## src/tacld_pkg.sv

```systemverilog
// Shared types, codes and helpers for the three-axis calibrate / limit detect core.
// No dependencies; imported by every module of the core.
`timescale 1ns / 1ps

package tacld_pkg;

  localparam int unsigned SAMPLE_W   = 16;
  localparam int unsigned GAIN_W     = 24;
  localparam int unsigned CAL_W      = 16;
  localparam int unsigned LIMIT_W    = 16;
  localparam int unsigned SQ_W       = 32;
  localparam int unsigned NUM_AXES   = 3;
  localparam int unsigned CFG_IDX_W  = 3;
  localparam int unsigned CFG_DATA_W = 48;
  localparam int unsigned PROD_W     = SAMPLE_W + 1 + GAIN_W + 1;
  localparam int unsigned FRAC_SHIFT = 8;
  localparam int unsigned Q_W        = PROD_W - FRAC_SHIFT;

  localparam logic [GAIN_W-1:0] GAIN_RESET = 24'd65536;

  typedef enum logic [0:0] {
    OP_PUSH    = 1'b0,
    OP_PUBLISH = 1'b1
  } op_t;

  typedef enum logic [1:0] {
    AXIS_X   = 2'd0,
    AXIS_Y   = 2'd1,
    AXIS_Z   = 2'd2,
    AXIS_MAG = 2'd3
  } axis_t;

  typedef enum logic [CFG_IDX_W-1:0] {
    REG_OFFSET_X    = 3'd0,
    REG_OFFSET_Y    = 3'd1,
    REG_OFFSET_Z    = 3'd2,
    REG_GAIN_X      = 3'd3,
    REG_GAIN_Y      = 3'd4,
    REG_GAIN_Z      = 3'd5,
    REG_AXIS_LIMITS = 3'd6,
    REG_MAG_LIMIT   = 3'd7
  } cfg_reg_t;

  // Per-axis calibration coefficients.
  typedef struct packed {
    logic [NUM_AXES-1:0][SAMPLE_W-1:0] offset;
    logic [NUM_AXES-1:0][GAIN_W-1:0]   gain;
  } cal_cfg_t;

  // Push command into the calibration unit.
  typedef struct packed {
    logic                valid;
    axis_t               axis;
    logic [SAMPLE_W-1:0] sample;
  } push_t;

  // Registered publish stage: values, squares, axis hits, squared magnitude limit.
  typedef struct packed {
    logic [NUM_AXES-1:0][CAL_W-1:0] cal;
    logic [NUM_AXES-1:0][SQ_W-1:0]  sq;
    logic [NUM_AXES-1:0]            hit;
    logic [SQ_W-1:0]                mlim_sq;
    logic                           mlim_nz;
  } stats_t;

  // Clamp a shifted product into signed 16 bits.
  function automatic logic [CAL_W-1:0] sat16(input logic signed [Q_W-1:0] q);
    logic [CAL_W-1:0] r;
    if (q > $signed({{(Q_W-CAL_W+1){1'b0}}, {(CAL_W-1){1'b1}}})) begin
      r = {1'b0, {(CAL_W-1){1'b1}}};
    end else if (q < $signed({{(Q_W-CAL_W+1){1'b1}}, {(CAL_W-1){1'b0}}})) begin
      r = {1'b1, {(CAL_W-1){1'b0}}};
    end else begin
      r = q[CAL_W-1:0];
    end
    return r;
  endfunction

endpackage

```

## src/tacld_stats.sv

```systemverilog
// Publish stage: squares of the pending values, per-axis limit hits, squared magnitude limit.
// Depends on tacld_pkg.
`timescale 1ns / 1ps

module tacld_stats
  import tacld_pkg::*;
(
  input  logic                           clk,
  input  logic                           load,
  input  logic [NUM_AXES-1:0][CAL_W-1:0] pending,
  input  logic [CFG_DATA_W-1:0]          axis_limits,
  input  logic [LIMIT_W-1:0]             mag_limit,
  output stats_t                         stats
);

  stats_t              stats_next;
  logic signed [CAL_W:0] v_ext;
  logic [CAL_W:0]      v_abs;
  logic [LIMIT_W-1:0]  lim;
  logic signed [SQ_W-1:0] sq_s;

  always_comb begin
    stats_next = '0;
    v_ext      = '0;
    v_abs      = '0;
    lim        = '0;
    sq_s       = '0;
    for (int i = 0; i < NUM_AXES; i++) begin
      v_ext = $signed({pending[i][CAL_W-1], pending[i]});
      v_abs = v_ext[CAL_W] ? $unsigned(-v_ext) : $unsigned(v_ext);
      lim   = axis_limits[i*LIMIT_W +: LIMIT_W];
      sq_s  = SQ_W'($signed(pending[i])) * SQ_W'($signed(pending[i]));
      stats_next.cal[i] = pending[i];
      stats_next.sq[i]  = $unsigned(sq_s);
      // |v| >= lim is the same test as v^2 >= lim^2
      stats_next.hit[i] = (lim != '0) && (v_abs >= {1'b0, lim});
    end
    stats_next.mlim_sq = SQ_W'(mag_limit) * SQ_W'(mag_limit);
    stats_next.mlim_nz = (mag_limit != '0);
  end

  always_ff @(posedge clk) begin
    if (load) begin
      stats <= stats_next;
    end
  end

endmodule

```

## config.mk

```make
export PLATFORM = sky130hd
export DESIGN_NAME = tacld_stats
export DESIGN_NICKNAME = d
export VERILOG_FILES = /design/src/tacld_pkg.sv /design/src/tacld_stats.sv
export SDC_FILE = /design/constraint.sdc
export NUM_CORES = 2
export LEC_CHECK = 0
export BUFFER_PORTS_ARGS = -buffer_cell sky130_fd_sc_hd__buf_2
export CORE_ASPECT_RATIO = 1.2
export CORE_MARGIN = 3
export CORE_UTILIZATION = 55
export DETAILED_ROUTE_END_ITERATION = 16
export PLACE_DENSITY = 0.8
export SETUP_SLACK_MARGIN = 0.05
export SYNTH_ARGS = -nofsm -noshare
export SYNTH_HDL_FRONTEND = slang
export SYNTH_SLANG_ARGS = --single-unit
```

## constraint.sdc

```tcl
create_clock -name clk -period 17.9 [get_ports clk]
set_input_delay 0.895 -clock clk [delete_from_list [all_inputs] [get_ports clk]]
set_output_delay 0.895 -clock clk [all_outputs]
set_load 0.01 [all_outputs]
```

==> flow_metrics.tcl <==
set metrics [dict create \
    drt_first_iter_violations 1501 \
    ys_seq_elements 173 \
    crit_type "input pin to register" \
    worstSetupEndpoint "stats[99]$_DFFE_PP_" \
    yosysUniqueCellTypes 74 \
    finalSetupViolCount 0 \
    startpoint "pending[31]" \
    netlist_area_um2 41100 \
    status "complete, no violations" \
    rsz0062_at_grt "false" \
    hp-class "input pin to register" \
    synthCells 4207 \
    dp_slack_ns 9.63 \
    syn2layout_area_growth_pct 6.90 \
    cp.arrival_ns 8.19 \
    portBuffers 289 \
    cp_slowest_cell "fa_1" \
    fmax_mhz 128 \
    wire_per_inst_um 16.8 \
    grt_pass1_vias 31700 \
    diodes 0 \
    max_slew_margin 0.335 \
    synth_area_leaders "fa_1 (42%), ha_1 (13%), edfxtp_1 (13%)" \
    vias_per_cell 5.26 \
    cts_resized 0 \
    clkSlewWorstSetupHoldPaths_ns 0.09 \
    htreeDepth 4 \
    rows 109 \
    critPathLaunchType "input pin" \
    grt_max_degree 69 \
    regMostFlops "stats" \
    die_w_um 256 \
    cts.sinks 173 \
    setup_slack_ns 10.07 \
    synth_top_area_share 0.424 \
    cts_tree "built" \
    clock_path_buffers 2 \
    dp_hpwl_um 75600 \
    vias 28500 \
    drive_gt1_frac 0.0817 \
    gp_congestion 0.909 \
    drcViolationCount 0 \
    crit_path_end_kind "register" \
    avgSynthCellArea_um2 9.77 \
    synth-seq-area-share 0.126 \
    start_util 0.556 \
    grt.total_usage 0.246 \
    hold_buffers 0 \
    grt_overflow_total 0 \
    reg_top3 "stats: 173 flops" \
    synth_edf_count 173 \
    num_io_pins 294 \
    coreArea_um2 73900 \
    ant_nets 0 \
    dr.pass1.iters 6 \
    nNetsFinal 5815 \
    critical_path.max_fanout 28 \
    tightest_slew_ns 0.997 \
    cp.required_ns 18.26 \
    antenna_found_initial 0 \
    max_stage_delay_ns 0.90 \
    slew_viol_final 0 \
    cts-root-buf "clkbuf_16" \
    cap_violations 0 \
    cts_setup_buffers 0 \
    setup_tns_ns 0 \
    timing.final.crit_share 0.437 \
    synthArstFlopShare 0 \
    hold_viol 0 \
    largest_reg_flops 173 \
    yosys_warnings 0 \
    fp.dieArea_um2 78100 \
    die_h_um 305 \
    numCtsBuffers 17 \
    worst-path-buf-inv 4 \
    synth_flop_cell "edfxtp_1" \
    wirelength_um 91200 \
    crit_top_cell "fa_1" \
    final_area_um2 43900 \
    period_needed_ns 7.83 \
    yosysTopAreaCell "fa_1" \
    place_area_um2 43400 \
    crit_cells 20 \
    cpLargestDelayFamily "adder cells" \
    grt_first_pass_wirelength_um 154000 \
    worstPathCellList "buf_2 > clkinv_1 > nor2_1 > fa_1 > fa_1 > fa_1 > fa_1 > fa_1 > inv_1 > fa_1 > inv_1 > ha_1 > a21o_1 > a21o_1 > a21oi_1 > a2bb2oi_1 > a21boi_1 > a21oi_1 > nor4b_1 > a211o_1" \
]
how the worst min path moves through the flow:
| stage | startpoint | end | slack (ns) | depth (start not counted) |
|---|---|---|---|---|
| final | pending[32] | stats[164]$_DFFE_PP_ | 0.78 | 1 |
| after global routing | pending[32] | stats[164]$_DFFE_PP_ | 0.73 | 1 |
| after CTS | pending[32] | stats[164]$_DFFE_PP_ | 0.71 | 1 |
| after detailed placement | pending[32] | stats[164]$_DFFE_PP_ | 1.28 | 1 |
| after global placement | pending[32] | stats[164]$_DFFE_PP_ | 1.28 | 1 |
| after floorplan | pending[0] | stats[132]$_DFFE_PP_ | 0.99 | 0 |
logic make-up after synthesis:
logic type               share of synthesized area
XOR/XNOR                                    0.0433
multiplexers                               0.00100
buffers and inverters                        0.121
AND/OR/NAND/NOR                             0.0969
flip-flops                                   0.126
AO/OA/AOI/OAI                               0.0578
adder cells (fa/ha/maj)                      0.553
other                                    0.0000912
stage by stage:
step / util / std cells / hold slack, ns
4_1_cts: 0.594 / 5418 / 0.714
2_1_floorplan: - / 4210 / 0.994
3_3_place_gp: 0.587 / 5386 / 1.28
3_5_place_dp: 0.587 / 5386 / 1.28
5_1_grt: 0.594 / 5418 / 0.727
6_report: 0.594 / 5418 / 0.776
layout by cell type (no fill, tap or decap), types with 13 or more instances in the layout:
master | Yosys | routed
nor2_1 | 206 | 206
buf_2 | 0 | 288
inv_1 | 1191 | 1191
nor4_1 | 22 | 22
o21bai_1 | 13 | 13
xor2_1 | 37 | 37
a21o_1 | 47 | 47
a21oi_1 | 84 | 84
clkinv_1 | 13 | 13
nand3_1 | 24 | 24
clkbuf_16 | 0 | 17
o21ai_0 | 60 | 60
edfxtp_1 | 173 | 173
nand2_1 | 352 | 352
nand2b_1 | 20 | 20
xnor2_1 | 166 | 166
nand4_1 | 19 | 19
and3_1 | 13 | 13
fa_1 | 871 | 871
ha_1 | 424 | 424
a211oi_1 | 19 | 19
o21a_1 | 25 | 25
nor3_1 | 29 | 29
nor2b_1 | 20 | 20
and2_1 | 123 | 123
layout make-up:
cell class,count,area [µm²]
Multi-Input combinational cell,2717,30900
Inverter,1206,4530
Clock inverter,13,124
Sequential cell,173,5190
Fill cell,6084,30000
Tap cell,999,1250
Timing Repair Buffer,291,1470
Clock buffer,19,433
synth_stat cells (4+ instances only):
master     count
o31a_1         4
buf_4          7
and3_1        13
or4_1          8
a21oi_1       84
xor2_1        37
o21ai_0       60
inv_1       1191
a211o_1        6
o31ai_1       12
o2111ai_1      6
ha_1         424
edfxtp_1     173
buf_1          5
a31o_2        12
xnor2_1      166
o41ai_1        4
a21o_1        47
a221o_1        4
nor3_1        29
nand2b_1      20
clkbuf_1     102
o21bai_1      13
and2_1       123
nand4_1       19
or2_2         10
a31oi_1        7
o21ai_1        6
nand3_1       24
clkinv_1      13
nor4_1        22
nand2_1      352
or3_1          8
fa_1         871
nor2b_1       20
o211ai_1       6
a211oi_1      19
o21a_1        25
nor2_1       206
layer usage:
layer | part of all wire | GRT usage | up-vias
li1 | - | - | 13000
met4 | 0.053 | 0.126 | 0
met3 | 0.059 | 0.0394 | 254
met5 | 0 | 0 | -
met1 | 0.38 | 0.289 | 14200
met2 | 0.51 | 0.438 | 982
Power is left out: the tool's default activity adds up to more than one toggle a clock period on the data nets, which glitch-free logic cannot reach.
