$ cat src/tacld_pkg.sv
// Shared types, codes and helpers for the three-axis calibrate / limit detect core.
// No dependencies; imported by every module of the core.
`timescale 1ns / 1ps

package tacld_pkg;

  localparam int unsigned SAMPLE_W   = 16;
  localparam int unsigned GAIN_W     = 24;
  localparam int unsigned CAL_W      = 16;
  localparam int unsigned LIMIT_W    = 16;
  localparam int unsigned SQ_W       = 32;
  localparam int unsigned NUM_AXES   = 3;
  localparam int unsigned CFG_IDX_W  = 3;
  localparam int unsigned CFG_DATA_W = 48;
  localparam int unsigned PROD_W     = SAMPLE_W + 1 + GAIN_W + 1;
  localparam int unsigned FRAC_SHIFT = 8;
  localparam int unsigned Q_W        = PROD_W - FRAC_SHIFT;

  localparam logic [GAIN_W-1:0] GAIN_RESET = 24'd65536;

  typedef enum logic [0:0] {
    OP_PUSH    = 1'b0,
    OP_PUBLISH = 1'b1
  } op_t;

  typedef enum logic [1:0] {
    AXIS_X   = 2'd0,
    AXIS_Y   = 2'd1,
    AXIS_Z   = 2'd2,
    AXIS_MAG = 2'd3
  } axis_t;

  typedef enum logic [CFG_IDX_W-1:0] {
    REG_OFFSET_X    = 3'd0,
    REG_OFFSET_Y    = 3'd1,
    REG_OFFSET_Z    = 3'd2,
    REG_GAIN_X      = 3'd3,
    REG_GAIN_Y      = 3'd4,
    REG_GAIN_Z      = 3'd5,
    REG_AXIS_LIMITS = 3'd6,
    REG_MAG_LIMIT   = 3'd7
  } cfg_reg_t;

  // Per-axis calibration coefficients.
  typedef struct packed {
    logic [NUM_AXES-1:0][SAMPLE_W-1:0] offset;
    logic [NUM_AXES-1:0][GAIN_W-1:0]   gain;
  } cal_cfg_t;

  // Push command into the calibration unit.
  typedef struct packed {
    logic                valid;
    axis_t               axis;
    logic [SAMPLE_W-1:0] sample;
  } push_t;

  // Registered publish stage: values, squares, axis hits, squared magnitude limit.
  typedef struct packed {
    logic [NUM_AXES-1:0][CAL_W-1:0] cal;
    logic [NUM_AXES-1:0][SQ_W-1:0]  sq;
    logic [NUM_AXES-1:0]            hit;
    logic [SQ_W-1:0]                mlim_sq;
    logic                           mlim_nz;
  } stats_t;

  // Clamp a shifted product into signed 16 bits.
  function automatic logic [CAL_W-1:0] sat16(input logic signed [Q_W-1:0] q);
    logic [CAL_W-1:0] r;
    if (q > $signed({{(Q_W-CAL_W+1){1'b0}}, {(CAL_W-1){1'b1}}})) begin
      r = {1'b0, {(CAL_W-1){1'b1}}};
    end else if (q < $signed({{(Q_W-CAL_W+1){1'b1}}, {(CAL_W-1){1'b0}}})) begin
      r = {1'b1, {(CAL_W-1){1'b0}}};
    end else begin
      r = q[CAL_W-1:0];
    end
    return r;
  endfunction

endpackage

$ cat src/tacld_calib.sv
// Calibration unit: (sample - offset) * gain >> 8, saturated, into per-axis pending values.
// Depends on tacld_pkg.
`timescale 1ns / 1ps

module tacld_calib
  import tacld_pkg::*;
(
  input  logic                           clk,
  input  logic                           rst,
  input  push_t                          push,
  input  cal_cfg_t                       cfg,
  output logic [NUM_AXES-1:0][CAL_W-1:0] pending
);

  logic [1:0]              sel;
  logic [SAMPLE_W-1:0]     off;
  logic [GAIN_W-1:0]       gain;
  logic signed [SAMPLE_W:0] diff;
  logic signed [GAIN_W:0]  gain_s;
  logic signed [PROD_W-1:0] prod;
  logic [CAL_W-1:0]        value_next;

  always_comb begin
    // magnitude pseudo-axis never writes; keep the index in range anyway
    sel        = (push.axis == AXIS_MAG) ? 2'd0 : push.axis;
    off        = cfg.offset[sel];
    gain       = cfg.gain[sel];
    diff       = $signed({push.sample[SAMPLE_W-1], push.sample})
               - $signed({off[SAMPLE_W-1], off});
    gain_s     = $signed({1'b0, gain});
    prod       = PROD_W'(diff) * PROD_W'(gain_s);
    // arithmetic shift: floor toward minus infinity
    value_next = sat16(prod[PROD_W-1:FRAC_SHIFT]);
  end

  always_ff @(posedge clk) begin
    if (rst) begin
      pending <= '0;
    end else if (push.valid && push.axis != AXIS_MAG) begin
      pending[sel] <= value_next;
    end
  end

endmodule

$ cat config.mk
export PLATFORM = sky130hd
export DESIGN_NAME = tacld_calib
export DESIGN_NICKNAME = d
export VERILOG_FILES = /design/src/tacld_pkg.sv /design/src/tacld_calib.sv
export SDC_FILE = /design/constraint.sdc
export NUM_CORES = 1
export LEC_CHECK = 0
export BUFFER_PORTS_ARGS = -buffer_cell sky130_fd_sc_hd__buf_2
export CORE_ASPECT_RATIO = 0.7
export CORE_UTILIZATION = 40
export CTS_CLUSTER_DIAMETER = 80
export DETAILED_ROUTE_END_ITERATION = 6
export GPL_TIMING_DRIVEN = 1
export PLACE_DENSITY = 0.7
export SLEW_MARGIN = 20
export SYNTH_ARGS = -nofsm -noshare
export SYNTH_HDL_FRONTEND = slang
export SYNTH_SLANG_ARGS = --single-unit
$ cat constraint.sdc
create_clock -name clk -period 13.5 [get_ports clk]
set_input_delay 1.35 -clock clk [delete_from_list [all_inputs] [get_ports clk]]
set_output_delay 1.35 -clock clk [all_outputs]
set_load 0.1 [all_outputs]
==> results.sh, run 1 <==
export IMPL_clk_latency_ns=0.30
export IMPL_cts_tree="built"
export IMPL_cts_sinks=48
export IMPL_max_slew_worst_pin_slew_ns=1.22
export IMPL_cpPeakStageDelay_ns=0.58
export IMPL_synthFlopType="dfxtp_1"
export IMPL_cts_root_buf="clkbuf_16"
export IMPL_diodes=0
export IMPL_overflow=0
export IMPL_period_needed_ns=12.60
export IMPL_routed_wl_mm=70.5
export IMPL_status="finished, final reports clean"
export IMPL_grt_setup_unrepaired="false"
export IMPL_regArea_um2=961
export IMPL_path_class="primary input to flip-flop"
export IMPL_utilization=0.447
export IMPL_reg_top3="pending (48)"
export IMPL_crit_fanout=90
export IMPL_setup_viol=0
export IMPL_core_rowCount=67
export IMPL_synth_area_um2=19700
export IMPL_met3_usage=0.0641
export IMPL_critPathLaunchType="primary input"
export IMPL_use_met2=0.427
export IMPL_yosys_warnings=0
export IMPL_top_usage_layer="met2"
export IMPL_htree_levels=2
export IMPL_dieArea_um2=50200
export IMPL_postCtsSetupRepairBufs=0
export IMPL_mostFrequentLayoutCells="inv_1, nand2_1, fa_1"
export IMPL_synth_edf_count=0
export IMPL_track_usage=0.285
export IMPL_final_cells=3285
export IMPL_yosys_register_bits=48
export IMPL_grt_start_max_net_pins=91
export IMPL_drt_iter0_markers=2374
export IMPL_final_nets=3256
export IMPL_cts_clk_slew_worst_paths_ns=0.07
export IMPL_die_width_um=267
export IMPL_ios=189
export IMPL_fmax_mhz=79.3
export IMPL_syn_num_nets=3161
export IMPL_avgSynthCellArea_um2=7.78
export IMPL_worstPathArrival_ns=12.82
export IMPL_critPathMostFrequentCell="fa_1"
export IMPL_wl_per_cell_um=21.5
export IMPL_met1_usage=0.414
export IMPL_min_period_over_period=0.934
export IMPL_skew_ns=0
export IMPL_port_buffer_count=188
export IMPL_start_util=0.408
export IMPL_drive_gt1_frac=0.113
export IMPL_fin_setup_tns_ns=0
export IMPL_core_um2=48300
export IMPL_largest_reg_flops=48
export IMPL_min_delay_path_class="flip-flop to flip-flop"
export IMPL_dpl_cell_count=3278
export IMPL_cts_buffers=5
export IMPL_final_common_cell="inv_1"
export IMPL_crit_path_end_kind="flip-flop"
export IMPL_largest_register="pending"
export IMPL_grt_pass1_vias=19500
export IMPL_n_fill_cell=4814
export IMPL_gp_congestion=1.03
export IMPL_cap_viol_max_count=0
export IMPL_num_vias=19400
export IMPL_cp_required_ns=13.72
export IMPL_dp_hpwl_mm=57.0
export IMPL_hold_viol=0
export IMPL_ys_seq_area_frac=0.0487
export IMPL_slew_headroom=0.179
export IMPL_multi_input_area_um2=16600
export IMPL_fp_dieH_um=188
export IMPL_grt_pass1_wl_mm=111
export IMPL_antenna_found_initial=0
export IMPL_ys_types=77
export IMPL_cts_buffer_depth=2
export IMPL_dr_pass1_iters=6
export IMPL_vias_per_cell=5.91
export IMPL_drv_slew=0
export IMPL_syn_inst=2535
export IMPL_ant_nets=0
export IMPL_slowest_stage="o311ai_0"
export IMPL_synthToLayoutAreaGrowth_pct=9.43
export IMPL_drc=0
export IMPL_async_flop_share=0
## cell families (layout without fill, tap and decap cells)
kind of cell	count (synthesis)	in the layout	synth area share
adder cells (fa/ha/maj)	485	485	0.433
multiplexers	45	45	0.0236
AO/OA/AOI/OAI	392	392	0.139
buffers and inverters	580	675	0.113
flip-flops	48	48	0.0487
AND/OR/NAND/NOR	942	942	0.222
XOR/XNOR	43	43	0.0200
## cell usage after synthesis (8+ instances only)
library cell  count  share of area
nand3_1         115          0.029
and3_1            8         0.0025
a31oi_1          19         0.0060
o21ai_0          38         0.0096
and2_1           52          0.016
clkbuf_1        146          0.028
mux2i_1          42          0.021
nand4_1          68          0.022
o21a_1           18         0.0069
nor4_1           54          0.017
a211oi_1         21         0.0080
xnor2_1          32          0.014
nand2_1         375          0.071
nor3_1           71          0.018
o31ai_1          13         0.0049
a21boi_0         48          0.018
o211ai_1         55          0.021
a21o_1           28          0.011
nor2_1          155          0.029
a311oi_1         12         0.0053
nor2b_1          11         0.0035
o21bai_1          8         0.0030
dfxtp_1          48          0.049
inv_1           413          0.079
o311ai_0          9         0.0040
a21oi_1          74          0.019
xor2_1           10         0.0044
fa_1            329           0.33
buf_2            11         0.0028
ha_1            156          0.099
## path summary, 6_finish.rpt
path	from	to	slack [ns]	cells past startpoint
worst min-delay path	pending[31]	pending[31]	0.46	2
worst max-delay path	push[17]	pending[32]	0.90	38
worst min register to register	pending[31]	pending[31]	0.46	2
worst max register to register	pending[18]	pending[18]	12.48	4
## repair_timing
action,4_1_cts,5_1_grt
gates resized for setup,0,2
hold buffers,0,0
endpoints found under the setup margin,0,45
endpoints found under the hold margin,0,0
## per-layer routing
layer | vias to the layer above | wire [um]
met4 | 0 | 2010
met3 | 129 | 8100
met2 | 1126 | 30100
met5 | - | 0
li1 | 8542 | -
met1 | 9619 | 30400
## layout make-up
| cell class | instances | share of cell area |
|---|---|---|
| clock inverter | 1 | 0.000232 |
| tap | 655 | 0.0380 |
| timing repair buffer | 255 | 0.0682 |
| sequential | 48 | 0.0445 |
| inverter | 413 | 0.0718 |
| multi-input combinational | 1907 | 0.771 |
| clock buffer | 6 | 0.00597 |
## through the flow
stage	hold slack, ns	cell area (um^2)	worst slack, ns
after floorplan	0.878	19700	1.47
after global placement	0.447	21400	1.07
after detailed placement	0.452	21400	0.480
after CTS	0.461	21600	0.742
after global routing	0.483	21600	0.186
final	0.458	21600	0.897
## worst max-delay path, delay by kind of cell
family,cells,cell delay [ns]
AND/OR/NAND/NOR,2,0.69
buffers and inverters,8,1.12
XOR/XNOR,1,0.39
multiplexers,2,0.54
adder cells (fa/ha/maj),10,4.47
AO/OA/AOI/OAI,15,4.19
Power of run 1 is not shown: default switching activity piles up to over one toggle a cycle in this logic, so the estimate is an artifact.
==> inputs of run 2 (changes only) <==
--- a/config.mk
+++ b/config.mk
@@ -11,7 +11,7 @@
 export CTS_CLUSTER_DIAMETER = 80
 export DETAILED_ROUTE_END_ITERATION = 6
 export GPL_TIMING_DRIVEN = 1
-export PLACE_DENSITY = 0.7
+export PLACE_DENSITY_LB_ADDON = 0.25
 export SLEW_MARGIN = 20
 export SYNTH_ARGS = -nofsm -noshare
 export SYNTH_HDL_FRONTEND = slang
==> run 2 against run 1 <==
The run now ends with design-rule violations left. Sequential share of layout area about the same. Cell count increased by 0.21%. Non-clock buffer count increased by 6. First-iteration DRC count decreased by 9.3%. Global-route usage increased by 0.13 points. Clock skew unchanged. Flip-flop and latch count unchanged. Die area unchanged. Maximum frequency decreased by 1.2%. Wire length increased by 0.75%. Design area increased by 0.44%. Count of clock-buffer cells in the layout decreased by 1. Largest cell class unchanged.
==> results.sh, run 2 (same netlist as run 1, synthesis figures left out) <==
export IMPL_status="complete, but fails checks"
export IMPL_failed_checks="design-rule violations"
export IMPL_largest_reg_flops=48
export IMPL_port_buffer_count=188
export IMPL_routed_wl_mm=71.1
export IMPL_cts_clk_slew_worst_paths_ns=0.07
export IMPL_drv_slew=0
export IMPL_fin_setup_tns_ns=0
export IMPL_overflow=0
export IMPL_dp_hpwl_mm=56.7
export IMPL_num_vias=19200
export IMPL_synthToLayoutAreaGrowth_pct=9.92
export IMPL_cts_root_buf="clkbuf_16"
export IMPL_critPathLaunchType="primary input"
export IMPL_crit_fanout=44
export IMPL_die_width_um=267
export IMPL_period_needed_ns=12.76
export IMPL_core_um2=48300
export IMPL_skew_ns=0
export IMPL_regArea_um2=961
export IMPL_ios=189
export IMPL_reg_top3="pending (48)"
export IMPL_slew_headroom=0.183
export IMPL_grt_setup_unrepaired="false"
export IMPL_dr_pass1_iters=7
export IMPL_track_usage=0.287
export IMPL_final_nets=3262
export IMPL_wl_per_cell_um=21.6
export IMPL_vias_per_cell=5.82
export IMPL_gp_congestion=1.00
export IMPL_dpl_cell_area_um2=21500
export IMPL_max_slew_worst_pin_slew_ns=1.22
export IMPL_worstHoldStart="pending[15]"
export IMPL_fp_dieH_um=188
export IMPL_worstPathArrival_ns=12.98
export IMPL_drt_iter0_markers=2153
export IMPL_start_util=0.408
export IMPL_ant_nets=0
export IMPL_min_delay_path_class="flip-flop to flip-flop"
export IMPL_timing_hold_ws_ns=0.459
export IMPL_cts_sinks=48
export IMPL_htree_levels=2
export IMPL_hold_end="pending[15]"
export IMPL_slowest_stage="mux2i_4"
export IMPL_grt_pass1_wl_mm=112
export IMPL_grt_start_max_net_pins=59
export IMPL_postCtsSetupRepairBufs=0
export IMPL_n_fill_cell=4907
export IMPL_cap_viol_max_count=0
export IMPL_drc=6
export IMPL_cpPeakStageDelay_ns=0.70
export IMPL_multi_input_area_um2=16700
export IMPL_worstReg2RegEnd="pending[14]"
export IMPL_grt_pass1_vias=19200
export IMPL_final_common_cell="inv_1"
export IMPL_antenna_found_initial=0
export IMPL_final_area_um2=21700
export IMPL_worst_r2r_startpoint="pending[14]"
export IMPL_core_rowCount=67
export IMPL_diodes=0
export IMPL_cp_required_ns=13.73
export IMPL_hold_viol=0
export IMPL_crit_path_end_kind="flip-flop"
export IMPL_reg2reg_depth=4
export IMPL_largest_register="pending"
export IMPL_hold_depth=2
export IMPL_setup_viol=0
export IMPL_min_period_over_period=0.945
export IMPL_path_class="primary input to flip-flop"
export IMPL_clk_latency_ns=0.31
export IMPL_cts_buffer_depth=2
export IMPL_dieArea_um2=50200
export IMPL_mostFrequentLayoutCells="inv_1, nand2_1, fa_1"
export IMPL_r2r_setup_slack_ns=12.46
export IMPL_cts_tree="built"
export IMPL_cts_buffers=5
export IMPL_drive_gt1_frac=0.116
export IMPL_fmax_mhz=78.4
## run 2: cell type report
class | instances | share of cell area
Tap cell | 655 | 0.0378
Clock inverter | 3 | 0.00110
Inverter | 413 | 0.0715
Multi-Input combinational cell | 1907 | 0.769
Sequential cell | 48 | 0.0443
Timing Repair Buffer | 261 | 0.0704
Clock buffer | 5 | 0.00577
## run 2: worst max-delay path by stage
stage | from | endpoint | slack [ns]
2_1_floorplan | push[17] | pending[0] | 1.47
3_3_place_gp | push[16] | pending[11] | 1.05
3_5_place_dp | push[16] | pending[39] | 0.62
4_1_cts | push[16] | pending[38] | 0.84
5_1_grt | push[17] | pending[10] | 0.007
6_report | push[16] | pending[39] | 0.74
## run 2: timing repair
action | 4_1_cts | 5_1_grt
setup endpoints to repair | 0 | 3
hold buffers | 0 | 0
resized for setup | 0 | 1
## run 2: critical path, delay by kind of cell
| kind | cells | cell delay (ns) |
|---|---|---|
| buf+inv | 9 | 1.27 |
| mux | 1 | 0.70 |
| xor+xnor | 1 | 0.38 |
| compound gates | 17 | 4.68 |
| fa+ha+maj | 9 | 4.21 |
| simple gates | 2 | 0.31 |
## run 2: stage by stage
stage                util  setup WS, ns  std cells
global placement    0.445          1.05       3284
CTS                 0.449         0.837       3292
finish              0.449         0.742       3292
floorplan               -          1.47       2535
global route        0.449       0.00720       3292
detailed placement  0.446         0.624       3284
## run 2: layer usage
| layer | part of all wire | global-route usage |
|---|---|---|
| met2 | 0.41 | 0.420 |
| met3 | 0.11 | 0.0699 |
| met1 | 0.45 | 0.428 |
| met5 | 0 | 0 |
| met4 | 0.020 | 0.0489 |
Power of run 2 is left out for the same reason.
